===== src/design/assert_macros.svh =====
// ---------------------------------------------------------------------------
// assert_macros.svh
// Clocked assertion helpers shared by the crank/wheel generator RTL.
// ---------------------------------------------------------------------------
`ifndef ASSERT_MACROS_SVH
`define ASSERT_MACROS_SVH

// Property checked on every clock edge outside reset
`define CWSG_ASSERT(label, prop, msg) \
    label: assert property (@(posedge clk) disable iff (!rst_n) prop) \
        else $error(msg);

// Implication whose consequent is checked in the cycle after the condition
`define CWSG_ASSERT_NEXT(label, cond, prop, msg) \
    `CWSG_ASSERT(label, (cond) |=> (prop), msg)

`endif


===== src/design/cwsg_pkg.sv =====
// ---------------------------------------------------------------------------
// cwsg_pkg
// Shared types, constants and helper functions of the crank/wheel generator.
// ---------------------------------------------------------------------------
package cwsg_pkg;

    // Field widths
    localparam int RPM_W     = 15;
    localparam int KMH_W     = 10;
    localparam int RSTEP_W   = 10;
    localparam int SSTEP_W   = 6;
    localparam int WCONST_W  = 32;
    localparam int PAT_W     = 60;
    localparam int TIME_W    = 32;
    localparam int CMP_W     = 16;
    localparam int PRE_W     = 10;
    localparam int IDX_W     = 7;
    localparam int CFG_IDX_W = 3;
    localparam int CFG_DAT_W = 60;

    // Divider operand widths: 2*wheel_constant+kmh needs 34 bits,
    // 2*prescale*rpm needs at most 27 bits
    localparam int DIVIDEND_W = 34;
    localparam int DIVISOR_W  = 27;

    localparam logic [DIVIDEND_W-1:0] CLOCK_HZ = 34'd16000000;

    // Request function codes
    typedef enum logic [1:0] {
        FUNC_TICK    = 2'd0,
        FUNC_ENCODER = 2'd1,
        FUNC_BUTTON  = 2'd2
    } func_t;

    // Configuration register indexes
    typedef enum logic [CFG_IDX_W-1:0] {
        REG_RPM_STEP    = 3'd0,
        REG_RPM_LIMIT   = 3'd1,
        REG_SPEED_STEP  = 3'd2,
        REG_SPEED_LIMIT = 3'd3,
        REG_WHEEL_CONST = 3'd4,
        REG_PAT_LOW     = 3'd5,
        REG_PAT_HIGH    = 3'd6
    } cfg_reg_t;

    // Step direction codes (down is -1 in two bits)
    localparam logic [1:0] DIR_NONE = 2'd0;
    localparam logic [1:0] DIR_UP   = 2'd1;
    localparam logic [1:0] DIR_DOWN = 2'd3;

    // Divider status back to the sequencer
    typedef struct packed {
        logic                  done;
        logic [DIVIDEND_W-1:0] quotient;
    } div_result_t;

    // Step a setpoint in the given direction, clamp to 0..limit
    function automatic logic [RPM_W-1:0] clamp_step(
        input logic [RPM_W-1:0]   value,
        input logic [RSTEP_W-1:0] step,
        input logic [1:0]         dir,
        input logic [RPM_W-1:0]   limit
    );
        logic [RPM_W:0] n;
        n = {1'b0, value};
        if (dir == DIR_UP) begin
            n = {1'b0, value} + (RPM_W+1)'(step);
        end else if (dir == DIR_DOWN) begin
            n = ((RPM_W+1)'(step) > {1'b0, value}) ? '0
                                                   : {1'b0, value} - (RPM_W+1)'(step);
        end
        if (n > {1'b0, limit}) begin
            n = {1'b0, limit};
        end
        return n[RPM_W-1:0];
    endfunction

    // Quotient minus one, saturated to 16 bits; zero stays zero
    function automatic logic [CMP_W-1:0] sat16(input logic [DIVIDEND_W-1:0] q);
        logic [DIVIDEND_W-1:0] qm;
        qm = q - DIVIDEND_W'(1);
        if (q == '0) begin
            return '0;
        end
        if (qm > DIVIDEND_W'(16'hFFFF)) begin
            return 16'hFFFF;
        end
        return qm[CMP_W-1:0];
    endfunction

endpackage


===== src/design/cwsg_if.sv =====
// ---------------------------------------------------------------------------
// cwsg_if
// Valid/ready channels: the request stream and the status result stream.
// ---------------------------------------------------------------------------
interface cwsg_req_if;
    logic                        valid;
    logic                        ready;
    logic [1:0]                  func;
    logic                        enc_a;
    logic                        enc_b;
    logic [cwsg_pkg::TIME_W-1:0] time_ms;

    modport source (output valid, func, enc_a, enc_b, time_ms, input ready);
    modport sink   (input valid, func, enc_a, enc_b, time_ms, output ready);
endinterface

interface cwsg_stat_if;
    logic                       valid;
    logic                       ready;
    logic                       crank_level;
    logic                       wheel_level;
    logic                       adjust_mode;
    logic [cwsg_pkg::RPM_W-1:0] engine_rpm;
    logic [cwsg_pkg::KMH_W-1:0] vehicle_kmh;

    modport source (output valid, crank_level, wheel_level, adjust_mode,
                    engine_rpm, vehicle_kmh, input ready);
    modport sink   (input valid, crank_level, wheel_level, adjust_mode,
                    engine_rpm, vehicle_kmh, output ready);
endinterface


===== src/design/crank_wheel_signal_generator_unit.sv =====
// ---------------------------------------------------------------------------
// crank_wheel_signal_generator_unit
// Every accepted request gives its status in the cycle after acceptance.
// Ticks, button presses and ignored events do not hold the request channel;
// an accepted encoder step blocks it in ST_LOAD and ST_DIV while the shared
// 34-step divider recomputes the compare value, in ST_LOAD only for a zero setpoint.
// Reset (async, active low) restores register defaults and stops both outputs.
// ---------------------------------------------------------------------------
`include "assert_macros.svh"

module crank_wheel_signal_generator_unit #(
    parameter int RPM_PRESCALE       = 1,
    parameter int SPEED_PRESCALE     = 64,
    parameter int BUTTON_HOLDOFF_MS  = 200,
    parameter int ENCODER_HOLDOFF_MS = 5,
    parameter int PATTERN_LENGTH     = 120
) (
    input  logic                             clk,
    input  logic                             rst_n,
    input  logic                             cfg_wr_en,
    input  logic [cwsg_pkg::CFG_IDX_W-1:0]   cfg_index,
    input  logic [cwsg_pkg::CFG_DAT_W-1:0]   cfg_data,
    cwsg_req_if.sink                         cmd,
    cwsg_stat_if.source                      status
);
    import cwsg_pkg::*;

    localparam logic [PRE_W:0]       RPM_PRE    = (PRE_W+1)'(RPM_PRESCALE);
    localparam logic [PRE_W:0]       SPEED_PRE  = (PRE_W+1)'(SPEED_PRESCALE);
    localparam logic [DIVISOR_W-1:0] RPM_MUL    = DIVISOR_W'(2 * RPM_PRESCALE);
    localparam logic [TIME_W-1:0]    BTN_HOLD   = TIME_W'(BUTTON_HOLDOFF_MS);
    localparam logic [TIME_W-1:0]    ENC_HOLD   = TIME_W'(ENCODER_HOLDOFF_MS);
    localparam logic [IDX_W-1:0]     IDX_TOP    = IDX_W'(PATTERN_LENGTH - 1);
    localparam logic [IDX_W-1:0]     IDX_LEN    = IDX_W'(PATTERN_LENGTH);
    localparam logic [IDX_W-1:0]     PAT_TOTAL  = IDX_W'(2 * PAT_W);

    typedef enum logic [1:0] {
        ST_IDLE,
        ST_LOAD,
        ST_DIV
    } state_t;

    state_t                state_reg, state_next;

    // Configuration
    logic [RSTEP_W-1:0]    rpm_step_reg, rpm_step_next;
    logic [RPM_W-1:0]      rpm_limit_reg, rpm_limit_next;
    logic [SSTEP_W-1:0]    speed_step_reg, speed_step_next;
    logic [KMH_W-1:0]      speed_limit_reg, speed_limit_next;
    logic [WCONST_W-1:0]   wheel_const_reg, wheel_const_next;
    logic [PAT_W-1:0]      pat_low_reg, pat_low_next;
    logic [PAT_W-1:0]      pat_high_reg, pat_high_next;

    // Generator state
    logic [RPM_W-1:0]      rpm_reg, rpm_next;
    logic [KMH_W-1:0]      kmh_reg, kmh_next;
    logic                  mode_reg, mode_next;
    logic                  pin_a_reg, pin_a_next;
    logic [1:0]            dir_reg, dir_next;
    logic [TIME_W-1:0]     last_btn_reg, last_btn_next;
    logic [TIME_W-1:0]     last_enc_reg, last_enc_next;
    logic [CMP_W-1:0]      rpm_cmp_reg, rpm_cmp_next;
    logic [CMP_W-1:0]      spd_cmp_reg, spd_cmp_next;
    logic [CMP_W-1:0]      rpm_tmr_reg, rpm_tmr_next;
    logic [CMP_W-1:0]      spd_tmr_reg, spd_tmr_next;
    logic [PRE_W-1:0]      rpm_pre_reg, rpm_pre_next;
    logic [PRE_W-1:0]      spd_pre_reg, spd_pre_next;
    logic [IDX_W-1:0]      crank_idx_reg, crank_idx_next;
    logic                  crank_reg, crank_next;
    logic                  wheel_reg, wheel_next;

    // Status output register
    logic                  out_valid_reg, out_valid_next;
    logic                  out_crank_reg, out_crank_next;
    logic                  out_wheel_reg, out_wheel_next;
    logic                  out_mode_reg, out_mode_next;
    logic [RPM_W-1:0]      out_rpm_reg, out_rpm_next;
    logic [KMH_W-1:0]      out_kmh_reg, out_kmh_next;

    logic                  accept;
    logic                  enc_step;
    logic [2*PAT_W-1:0]    pat_vec;
    logic                  pat_bit;
    logic                  div_start;
    logic [DIVIDEND_W-1:0] div_dividend;
    logic [DIVISOR_W-1:0]  div_divisor;
    div_result_t           div_res;

    // Shared divider
    cwsg_div u_div (
        .clk      (clk),
        .rst_n    (rst_n),
        .start    (div_start),
        .dividend (div_dividend),
        .divisor  (div_divisor),
        .result   (div_res)
    );

    // Handshake
    assign cmd.ready = (state_reg == ST_IDLE) && (!out_valid_reg || status.ready);
    assign accept    = cmd.valid && cmd.ready;
    assign enc_step  = accept && (func_t'(cmd.func) == FUNC_ENCODER)
                       && ((cmd.time_ms - last_enc_reg) > ENC_HOLD);

    // Crank pattern lookup
    assign pat_vec = {pat_high_reg, pat_low_reg};
    assign pat_bit = (crank_idx_reg < PAT_TOTAL) ? pat_vec[crank_idx_reg] : 1'b0;

    // Divider operands from the adjusted channel
    always_comb
    begin
        if (mode_reg) begin
            div_dividend = DIVIDEND_W'({wheel_const_reg, 1'b0}) + DIVIDEND_W'(kmh_reg);
            div_divisor  = DIVISOR_W'({kmh_reg, 1'b0});
        end else begin
            div_dividend = CLOCK_HZ;
            div_divisor  = DIVISOR_W'(rpm_reg) * RPM_MUL;
        end
    end

    // Next-state logic
    always_comb
    begin
        state_next       = state_reg;
        rpm_step_next    = rpm_step_reg;
        rpm_limit_next   = rpm_limit_reg;
        speed_step_next  = speed_step_reg;
        speed_limit_next = speed_limit_reg;
        wheel_const_next = wheel_const_reg;
        pat_low_next     = pat_low_reg;
        pat_high_next    = pat_high_reg;
        rpm_next         = rpm_reg;
        kmh_next         = kmh_reg;
        mode_next        = mode_reg;
        pin_a_next       = pin_a_reg;
        dir_next         = dir_reg;
        last_btn_next    = last_btn_reg;
        last_enc_next    = last_enc_reg;
        rpm_cmp_next     = rpm_cmp_reg;
        spd_cmp_next     = spd_cmp_reg;
        rpm_tmr_next     = rpm_tmr_reg;
        spd_tmr_next     = spd_tmr_reg;
        rpm_pre_next     = rpm_pre_reg;
        spd_pre_next     = spd_pre_reg;
        crank_idx_next   = crank_idx_reg;
        crank_next       = crank_reg;
        wheel_next       = wheel_reg;
        div_start        = 1'b0;

        // Configuration writes
        if (cfg_wr_en) begin
            case (cfg_reg_t'(cfg_index))
                REG_RPM_STEP:    rpm_step_next    = cfg_data[RSTEP_W-1:0];
                REG_RPM_LIMIT:   rpm_limit_next   = cfg_data[RPM_W-1:0];
                REG_SPEED_STEP:  speed_step_next  = cfg_data[SSTEP_W-1:0];
                REG_SPEED_LIMIT: speed_limit_next = cfg_data[KMH_W-1:0];
                REG_WHEEL_CONST: wheel_const_next = cfg_data[WCONST_W-1:0];
                REG_PAT_LOW:     pat_low_next     = cfg_data[PAT_W-1:0];
                REG_PAT_HIGH:    pat_high_next    = cfg_data[PAT_W-1:0];
                default: ;
            endcase
        end

        case (state_reg)
            ST_IDLE:
            begin
                if (accept) begin
                    case (func_t'(cmd.func))
                        FUNC_TICK:
                        begin
                            // Crank channel
                            if (rpm_cmp_reg != '0) begin
                                if ({1'b0, rpm_pre_reg} + (PRE_W+1)'(1) >= RPM_PRE) begin
                                    rpm_pre_next = '0;
                                    if (rpm_tmr_reg >= rpm_cmp_reg) begin
                                        rpm_tmr_next   = '0;
                                        crank_next     = pat_bit;
                                        crank_idx_next = (crank_idx_reg == '0
                                                          || crank_idx_reg >= IDX_LEN)
                                                         ? IDX_TOP
                                                         : crank_idx_reg - IDX_W'(1);
                                    end else begin
                                        rpm_tmr_next = rpm_tmr_reg + CMP_W'(1);
                                    end
                                end else begin
                                    rpm_pre_next = rpm_pre_reg + PRE_W'(1);
                                end
                            end
                            // Wheel channel
                            if (spd_cmp_reg != '0) begin
                                if ({1'b0, spd_pre_reg} + (PRE_W+1)'(1) >= SPEED_PRE) begin
                                    spd_pre_next = '0;
                                    if (spd_tmr_reg >= spd_cmp_reg) begin
                                        spd_tmr_next = '0;
                                        wheel_next   = ~wheel_reg;
                                    end else begin
                                        spd_tmr_next = spd_tmr_reg + CMP_W'(1);
                                    end
                                end else begin
                                    spd_pre_next = spd_pre_reg + PRE_W'(1);
                                end
                            end
                        end
                        FUNC_ENCODER:
                        begin
                            if (enc_step) begin
                                if (pin_a_reg && !cmd.enc_a) begin
                                    dir_next = cmd.enc_b ? DIR_UP : DIR_DOWN;
                                end
                                pin_a_next    = cmd.enc_a;
                                last_enc_next = cmd.time_ms;
                                if (mode_reg) begin
                                    kmh_next = KMH_W'(clamp_step(RPM_W'(kmh_reg),
                                                                 RSTEP_W'(speed_step_reg),
                                                                 dir_next,
                                                                 RPM_W'(speed_limit_reg)));
                                end else begin
                                    rpm_next = clamp_step(rpm_reg, rpm_step_reg,
                                                          dir_next, rpm_limit_reg);
                                end
                                state_next = ST_LOAD;
                            end
                        end
                        FUNC_BUTTON:
                        begin
                            if ((cmd.time_ms - last_btn_reg) > BTN_HOLD) begin
                                mode_next     = ~mode_reg;
                                last_btn_next = cmd.time_ms;
                            end
                        end
                        default: ;
                    endcase
                end
            end
            ST_LOAD:
            begin
                // A zero setpoint stops the channel without a division
                if ((mode_reg && kmh_reg == '0) || (!mode_reg && rpm_reg == '0)) begin
                    if (mode_reg) begin
                        spd_cmp_next = '0;
                    end else begin
                        rpm_cmp_next = '0;
                    end
                    state_next = ST_IDLE;
                end else begin
                    div_start  = 1'b1;
                    state_next = ST_DIV;
                end
            end
            ST_DIV:
            begin
                if (div_res.done) begin
                    if (mode_reg) begin
                        spd_cmp_next = sat16(div_res.quotient);
                    end else begin
                        rpm_cmp_next = sat16(div_res.quotient);
                    end
                    state_next = ST_IDLE;
                end
            end
            default: state_next = ST_IDLE;
        endcase
    end

    // Status register: capture the state after each request
    always_comb
    begin
        out_valid_next = out_valid_reg && !status.ready;
        out_crank_next = out_crank_reg;
        out_wheel_next = out_wheel_reg;
        out_mode_next  = out_mode_reg;
        out_rpm_next   = out_rpm_reg;
        out_kmh_next   = out_kmh_reg;
        if (accept) begin
            out_valid_next = 1'b1;
            out_crank_next = crank_next;
            out_wheel_next = wheel_next;
            out_mode_next  = mode_next;
            out_rpm_next   = rpm_next;
            out_kmh_next   = kmh_next;
        end
    end

    always_ff @(posedge clk or negedge rst_n)
    begin
        if (!rst_n) begin
            state_reg       <= ST_IDLE;
            rpm_step_reg    <= RSTEP_W'(100);
            rpm_limit_reg   <= RPM_W'(8000);
            speed_step_reg  <= SSTEP_W'(1);
            speed_limit_reg <= KMH_W'(250);
            wheel_const_reg <= WCONST_W'(18750);
            pat_low_reg     <= '0;
            pat_high_reg    <= '0;
            rpm_reg         <= '0;
            kmh_reg         <= '0;
            mode_reg        <= 1'b0;
            pin_a_reg       <= 1'b0;
            dir_reg         <= DIR_NONE;
            last_btn_reg    <= '0;
            last_enc_reg    <= '0;
            rpm_cmp_reg     <= '0;
            spd_cmp_reg     <= '0;
            rpm_tmr_reg     <= '0;
            spd_tmr_reg     <= '0;
            rpm_pre_reg     <= '0;
            spd_pre_reg     <= '0;
            crank_idx_reg   <= IDX_TOP;
            crank_reg       <= 1'b0;
            wheel_reg       <= 1'b0;
            out_valid_reg   <= 1'b0;
        end else begin
            state_reg       <= state_next;
            rpm_step_reg    <= rpm_step_next;
            rpm_limit_reg   <= rpm_limit_next;
            speed_step_reg  <= speed_step_next;
            speed_limit_reg <= speed_limit_next;
            wheel_const_reg <= wheel_const_next;
            pat_low_reg     <= pat_low_next;
            pat_high_reg    <= pat_high_next;
            rpm_reg         <= rpm_next;
            kmh_reg         <= kmh_next;
            mode_reg        <= mode_next;
            pin_a_reg       <= pin_a_next;
            dir_reg         <= dir_next;
            last_btn_reg    <= last_btn_next;
            last_enc_reg    <= last_enc_next;
            rpm_cmp_reg     <= rpm_cmp_next;
            spd_cmp_reg     <= spd_cmp_next;
            rpm_tmr_reg     <= rpm_tmr_next;
            spd_tmr_reg     <= spd_tmr_next;
            rpm_pre_reg     <= rpm_pre_next;
            spd_pre_reg     <= spd_pre_next;
            crank_idx_reg   <= crank_idx_next;
            crank_reg       <= crank_next;
            wheel_reg       <= wheel_next;
            out_valid_reg   <= out_valid_next;
        end
    end

    // Status payload, no reset needed
    always_ff @(posedge clk)
    begin
        out_crank_reg <= out_crank_next;
        out_wheel_reg <= out_wheel_next;
        out_mode_reg  <= out_mode_next;
        out_rpm_reg   <= out_rpm_next;
        out_kmh_reg   <= out_kmh_next;
    end

    assign status.valid       = out_valid_reg;
    assign status.crank_level = out_crank_reg;
    assign status.wheel_level = out_wheel_reg;
    assign status.adjust_mode = out_mode_reg;
    assign status.engine_rpm  = out_rpm_reg;
    assign status.vehicle_kmh = out_kmh_reg;

    // Checks
    `CWSG_ASSERT(a_ready_idle, cmd.ready |-> (state_reg == ST_IDLE), "ready outside idle")
    `CWSG_ASSERT_NEXT(a_step_blocks, enc_step, !cmd.ready, "encoder step did not block requests")
    `CWSG_ASSERT(a_done_in_div, div_res.done |-> (state_reg == ST_DIV), "divider done out of sequence")
    `CWSG_ASSERT(a_idx_range, crank_idx_reg < IDX_LEN, "crank index out of pattern")

endmodule


===== src/design/cwsg_div.sv =====
// ---------------------------------------------------------------------------
// cwsg_div
// Restoring radix-2 divider, one quotient bit per cycle.
// ---------------------------------------------------------------------------
module cwsg_div (
    input  logic                              clk,
    input  logic                              rst_n,
    input  logic                              start,
    input  logic [cwsg_pkg::DIVIDEND_W-1:0]   dividend,
    input  logic [cwsg_pkg::DIVISOR_W-1:0]    divisor,
    output cwsg_pkg::div_result_t             result
);
    import cwsg_pkg::*;

    localparam int CNT_W = $clog2(DIVIDEND_W + 1);

    logic [CNT_W-1:0]      count_reg, count_next;
    logic                  done_reg, done_next;
    logic [DIVISOR_W-1:0]  rem_reg, rem_next;
    logic [DIVISOR_W-1:0]  dvs_reg, dvs_next;
    logic [DIVIDEND_W-1:0] dq_reg, dq_next;
    logic [DIVISOR_W:0]    trial;
    logic [DIVISOR_W:0]    diff;

    // Shift in the next dividend bit, subtract when it fits
    always_comb
    begin
        trial      = {rem_reg, dq_reg[DIVIDEND_W-1]};
        diff       = trial - {1'b0, dvs_reg};
        count_next = count_reg;
        done_next  = 1'b0;
        rem_next   = rem_reg;
        dvs_next   = dvs_reg;
        dq_next    = dq_reg;
        if (start) begin
            count_next = CNT_W'(DIVIDEND_W);
            rem_next   = '0;
            dvs_next   = divisor;
            dq_next    = dividend;
        end else if (count_reg != '0) begin
            count_next = count_reg - CNT_W'(1);
            done_next  = (count_reg == CNT_W'(1));
            if (trial >= {1'b0, dvs_reg}) begin
                rem_next = diff[DIVISOR_W-1:0];
                dq_next  = {dq_reg[DIVIDEND_W-2:0], 1'b1};
            end else begin
                rem_next = trial[DIVISOR_W-1:0];
                dq_next  = {dq_reg[DIVIDEND_W-2:0], 1'b0};
            end
        end
    end

    always_ff @(posedge clk or negedge rst_n)
    begin
        if (!rst_n) begin
            count_reg <= '0;
            done_reg  <= 1'b0;
        end else begin
            count_reg <= count_next;
            done_reg  <= done_next;
        end
    end

    // Datapath, no reset needed
    always_ff @(posedge clk)
    begin
        rem_reg <= rem_next;
        dvs_reg <= dvs_next;
        dq_reg  <= dq_next;
    end

    assign result.done     = done_reg;
    assign result.quotient = dq_reg;

endmodule

===== src/flat_wrapper.sv =====
// flat-port wrapper written by rule: the top's interface ports become plain ports
module crank_wheel_signal_generator_unit_flat import cwsg_pkg::*;
#(
    parameter int RPM_PRESCALE       = 1,
    parameter int SPEED_PRESCALE     = 64,
    parameter int BUTTON_HOLDOFF_MS  = 200,
    parameter int ENCODER_HOLDOFF_MS = 5,
    parameter int PATTERN_LENGTH     = 120
)
  (clk, rst_n, cfg_wr_en, cfg_index, cfg_data, cmd_valid, cmd_func, cmd_enc_a, cmd_enc_b, cmd_time_ms, cmd_ready, status_valid, status_crank_level, status_wheel_level, status_adjust_mode, status_engine_rpm, status_vehicle_kmh, status_ready);
  cwsg_req_if cmd_i ();
  cwsg_stat_if status_i ();
  input  logic clk;
  input  logic rst_n;
  input  logic cfg_wr_en;
  input  logic [cwsg_pkg::CFG_IDX_W-1:0] cfg_index;
  input  logic [cwsg_pkg::CFG_DAT_W-1:0] cfg_data;
  input wire logic [$bits(cmd_i.valid)-1:0] cmd_valid;
  input wire logic [$bits(cmd_i.func)-1:0] cmd_func;
  input wire logic [$bits(cmd_i.enc_a)-1:0] cmd_enc_a;
  input wire logic [$bits(cmd_i.enc_b)-1:0] cmd_enc_b;
  input wire logic [$bits(cmd_i.time_ms)-1:0] cmd_time_ms;
  output wire logic [$bits(cmd_i.ready)-1:0] cmd_ready;
  output wire logic [$bits(status_i.valid)-1:0] status_valid;
  output wire logic [$bits(status_i.crank_level)-1:0] status_crank_level;
  output wire logic [$bits(status_i.wheel_level)-1:0] status_wheel_level;
  output wire logic [$bits(status_i.adjust_mode)-1:0] status_adjust_mode;
  output wire logic [$bits(status_i.engine_rpm)-1:0] status_engine_rpm;
  output wire logic [$bits(status_i.vehicle_kmh)-1:0] status_vehicle_kmh;
  input wire logic [$bits(status_i.ready)-1:0] status_ready;
  assign cmd_i.valid = cmd_valid;
  assign cmd_i.func = cmd_func;
  assign cmd_i.enc_a = cmd_enc_a;
  assign cmd_i.enc_b = cmd_enc_b;
  assign cmd_i.time_ms = cmd_time_ms;
  assign cmd_ready = cmd_i.ready;
  assign status_valid = status_i.valid;
  assign status_crank_level = status_i.crank_level;
  assign status_wheel_level = status_i.wheel_level;
  assign status_adjust_mode = status_i.adjust_mode;
  assign status_engine_rpm = status_i.engine_rpm;
  assign status_vehicle_kmh = status_i.vehicle_kmh;
  assign status_i.ready = status_ready;
  crank_wheel_signal_generator_unit #(.RPM_PRESCALE(RPM_PRESCALE), .SPEED_PRESCALE(SPEED_PRESCALE), .BUTTON_HOLDOFF_MS(BUTTON_HOLDOFF_MS), .ENCODER_HOLDOFF_MS(ENCODER_HOLDOFF_MS), .PATTERN_LENGTH(PATTERN_LENGTH)) u_core (.clk(clk), .rst_n(rst_n), .cfg_wr_en(cfg_wr_en), .cfg_index(cfg_index), .cfg_data(cfg_data), .cmd(cmd_i), .status(status_i));
endmodule

===== config.mk =====
export PLATFORM = sky130hd
export DESIGN_NAME = crank_wheel_signal_generator_unit_flat
export DESIGN_NICKNAME = d
export VERILOG_FILES = /design/src/design/cwsg_pkg.sv /design/src/design/cwsg_if.sv /design/src/design/crank_wheel_signal_generator_unit.sv /design/src/design/cwsg_div.sv /design/src/flat_wrapper.sv
export VERILOG_INCLUDE_DIRS = /design/src /design/src/design
export SDC_FILE = /design/constraint.sdc
export NUM_CORES = 1
export LEC_CHECK = 0
export BUFFER_PORTS_ARGS = -buffer_cell sky130_fd_sc_hd__buf_2
export CAP_MARGIN = 20
export CELL_PAD_IN_SITES_DETAIL_PLACEMENT = 0
export CELL_PAD_IN_SITES_GLOBAL_PLACEMENT = 1
export CORE_MARGIN = 1.5
export CORE_UTILIZATION = 35
export CTS_BUF_LIST = sky130_fd_sc_hd__clkbuf_16
export CTS_CLUSTER_DIAMETER = 40
export DETAILED_ROUTE_END_ITERATION = 6
export PLACE_DENSITY_LB_ADDON = 0.12
export SETUP_SLACK_MARGIN = 0.5
export SLEW_MARGIN = 20
export SYNTH_ARGS = -nofsm -noshare
export SYNTH_HDL_FRONTEND = slang
export SYNTH_SLANG_ARGS = --single-unit
export TNS_END_PERCENT = 1

===== constraint.sdc =====
create_clock -name clk -period 6.7 [get_ports clk]
set_input_delay 1.34 -clock clk [delete_from_list [all_inputs] [get_ports clk]]
set_output_delay 1.34 -clock clk [all_outputs]
set_load 0.05 [all_outputs]

==> impl_metrics.ini <==
[yosys]
post_synth_edffs = 77
dominantRegCellSynth = sky130_fd_sc_hd__dfrtp_1
synth-seq-cells = 493
mappedNetlistArea_mm2 = 0.0303
yosysWarnings = 0
synth_area_per_cell_um2 = 9.97
synth.net_count = 3335
yosysSeqAreaShare = 0.417
synth-async-reset-ratio = 0.789
synth.distinct_cells = 92
post_synth_inst_count = 3035

[cells_and_area]
layout-drive-gt1-share = 0.208
most_common_cell_after_layout_fill_and_taps_aside = sky130_fd_sc_hd__dfrtp_1
area.growth.synth_to_final_pct = 17.2
design_area_mm2 = 0.0355
finish.net_count = 3462
finalNonFillerCells = 4386
layout.cells.most_common_list = sky130_fd_sc_hd__dfrtp_1 (359), sky130_fd_sc_hd__nand2_1 (258), sky130_fd_sc_hd__mux2_2 (234)
fillers = 8377
multiInputGateArea_mm2 = 0.0162
ff_latch_area_mm2 = 0.0126

[route]
remaining_drc_errors = 0
route.detailed.vias_per_inst = 5.30
via_count = 23300
final_antenna_net_count = 0
routed_wire_length_per_instance_um = 19.0
routed_wl_um = 83200
drt_iter0_drc = 1074
drtPass1Iterations = 5

[clocking]
ctsLongestPathBuffers = 3
root_buffer = sky130_fd_sc_hd__clkbuf_16
cts_tree = built
cts_inserted_buffers = 94
htree_num_levels = 3
post_cts.resized_instances = 0
path_clk_slew_ps = 50
cts_hold_buffers = 0
number_of_buffers_inserted_by_post_cts_setup_repair = 0
clock_sinks = 493
clk_latency_ps = 680

[sta]
setup-tns-final_ps = 0
max_freq_mhz = 180
period_share = 0.827
setup_viol = 0
rsz0062_at_grt = no
fin_crit_ps = 5540
clock-skew-final_ps = 60.7
tightestPinTransition_ps = 952
slew_headroom = 0.349
hold_violations = 0
final-max-slew-violation-count = 0

[worst_setup_path]
longest_individual_stage_delay_on_the_worst_path_ps = 530
reg2regPathDepth = 21
worst-endpoint-arrival_ps = 5930
crit_path_end_kind = flop
timing.critical_path.required_ps = 7090
setup.worst_path.class = reg2reg
largest_fanout_of_any_net_on_the_critical_path = 15
crit_slowest_cell = sky130_fd_sc_hd__dfstp_2
critical_path.startpoint_type = flop
timing.critical_path.cells = inv_1 -> ha_1 -> a21o_1 -> a211oi_1 -> o221ai_1 -> nor2b_1 -> nor3_1 -> nor3_1 -> a21oi_1 -> ha_1 -> nor2b_1 -> o21ai_0 -> nand2b_1 -> a21oi_1 -> nor2_1 -> a211oi_1 -> o21ai_0 -> a31oi_1 -> o221a_4 -> mux2i_1 -> mux2_2

[placed_design]
finalWeightedCongestion = 0.876
port_buffers = 133
post_dp_cell_area_mm2 = 0.0321
number_of_instances_in_the_placed_design = 4210
hpwl_um = 60900

[die]
overall_die_height_um = 297
die_span_x_um = 297
floorplan.initialDensity = 0.354
boundaryPins = 134
die_area_mm2 = 0.0882
placeable_core_region_mm2 = 0.0854
num_rows = 107

[global_route]
overflow = 0
first_global_vias = 24300
grt_util_all_layers = 0.189
pin_count_of_the_biggest_net_entering_global_routing = 150
grt_pass1_wl_um = 135000
number_of_antenna_violations_at_the_first_check_in_global_routing = 0

[outcome]
status = finished clean

[job]
max_cap_violations = 0

[power]
worst_ir_drop_vdd_mv = 0.235
final_power_mw = 17.6
power.static_leakage_nw = 15.6
p_per_area_mw_per_mm2 = 496

[worst_hold_path]
min_path_type = reg2reg
worstHoldPathCells = 2
through the flow:
| stage | setup slack, ps | hold slack, ps | util |
|---|---|---|---|
| finish | 1160 | 481 | 0.415 |
| global route | 588 | 499 | 0.415 |
| CTS | 1050 | 483 | 0.415 |
| detailed placement | 615 | 471 | 0.375 |
| global placement | 782 | 447 | 0.375 |
| floorplan | 1080 | 432 | - |
Yosys cell counts (all sizes together) (27+ instances only):
library cell  count  area share
edfxtp           77       0.076
mux4             39       0.029
a21oi           156       0.026
nand3            66       0.011
xnor2            69       0.020
nand4            47      0.0097
o21ai           230       0.038
buf              43      0.0087
inv             219       0.027
ha              188       0.078
dfxtp            27       0.018
dfrtp           359        0.30
mux2            239       0.089
nor3             50      0.0083
mux2i            43       0.014
nor2b            41      0.0085
and3             28      0.0058
clkbuf           93       0.012
dfstp            30       0.026
a31oi            59       0.012
nand2           259       0.032
a21o             44       0.011
xor2             52       0.015
nor4             32      0.0076
nor2            192       0.024
nand2b           29      0.0060
kinds of logic (layout without fill, tap and decap cells):
family / after synthesis / count (layout) / synth area share
flip-flops: 493 / 493 / 0.417
XOR/XNOR: 121 / 121 / 0.0350
adder cells (fa/ha/maj): 196 / 196 / 0.0830
multiplexers: 321 / 321 / 0.132
other: 0 / 1 / 0
buffers and inverters: 355 / 561 / 0.0475
AO/OA/AOI/OAI: 719 / 719 / 0.151
AND/OR/NAND/NOR: 830 / 830 / 0.134
critical path, delay by kind of cell, from the launching register on:
family	cells	cell delay (ps)
AND/OR/NAND/NOR	6	940
adder cells (fa/ha/maj)	2	680
buffers and inverters	1	60
multiplexers	2	410
AO/OA/AOI/OAI	10	2620
flip-flops	1	530
report_power, final:
group / leakage, nW / internal, mW / switching (mW)
combinational: 8.15 / 3.13 / 4.48
clock: 1.66 / 3.25 / 1.73
sequential: 5.75 / 4.15 / 0.830
layer usage:
metal / track usage / part of all wire
met1: 0.249 / 0.47
met2: 0.322 / 0.48
met3: 0.0283 / 0.036
met4: 0.0503 / 0.018
met5: 0 / 0
worst paths after layout:
path,start,to,slack [ps]
min in group asynchronous,rst_n,u_core.rpm_pre_reg[9],610
max in group asynchronous,rst_n,u_core.rpm_reg[4],4880
max,u_core.rpm_step_reg[2],u_core.status.engine_rpm[0],1160
min,u_core.u_div.rem_reg[0],u_core.u_div.rem_reg[0],480
max reg2reg,u_core.rpm_step_reg[2],u_core.status.engine_rpm[0],1160
min reg2reg,u_core.u_div.rem_reg[0],u_core.u_div.rem_reg[0],480
cell type report:
cell class	count	share of cell area
Clock buffer	94	0.0663
Sequential cell	493	0.356
Inverter	219	0.0232
Tap cell	1144	0.0404
Antenna cell	1	0.0000706
Clock inverter	81	0.0292
Timing Repair Buffer	167	0.0270
Multi-Input combinational cell	2187	0.458
(Power assumes the default switching activity.)
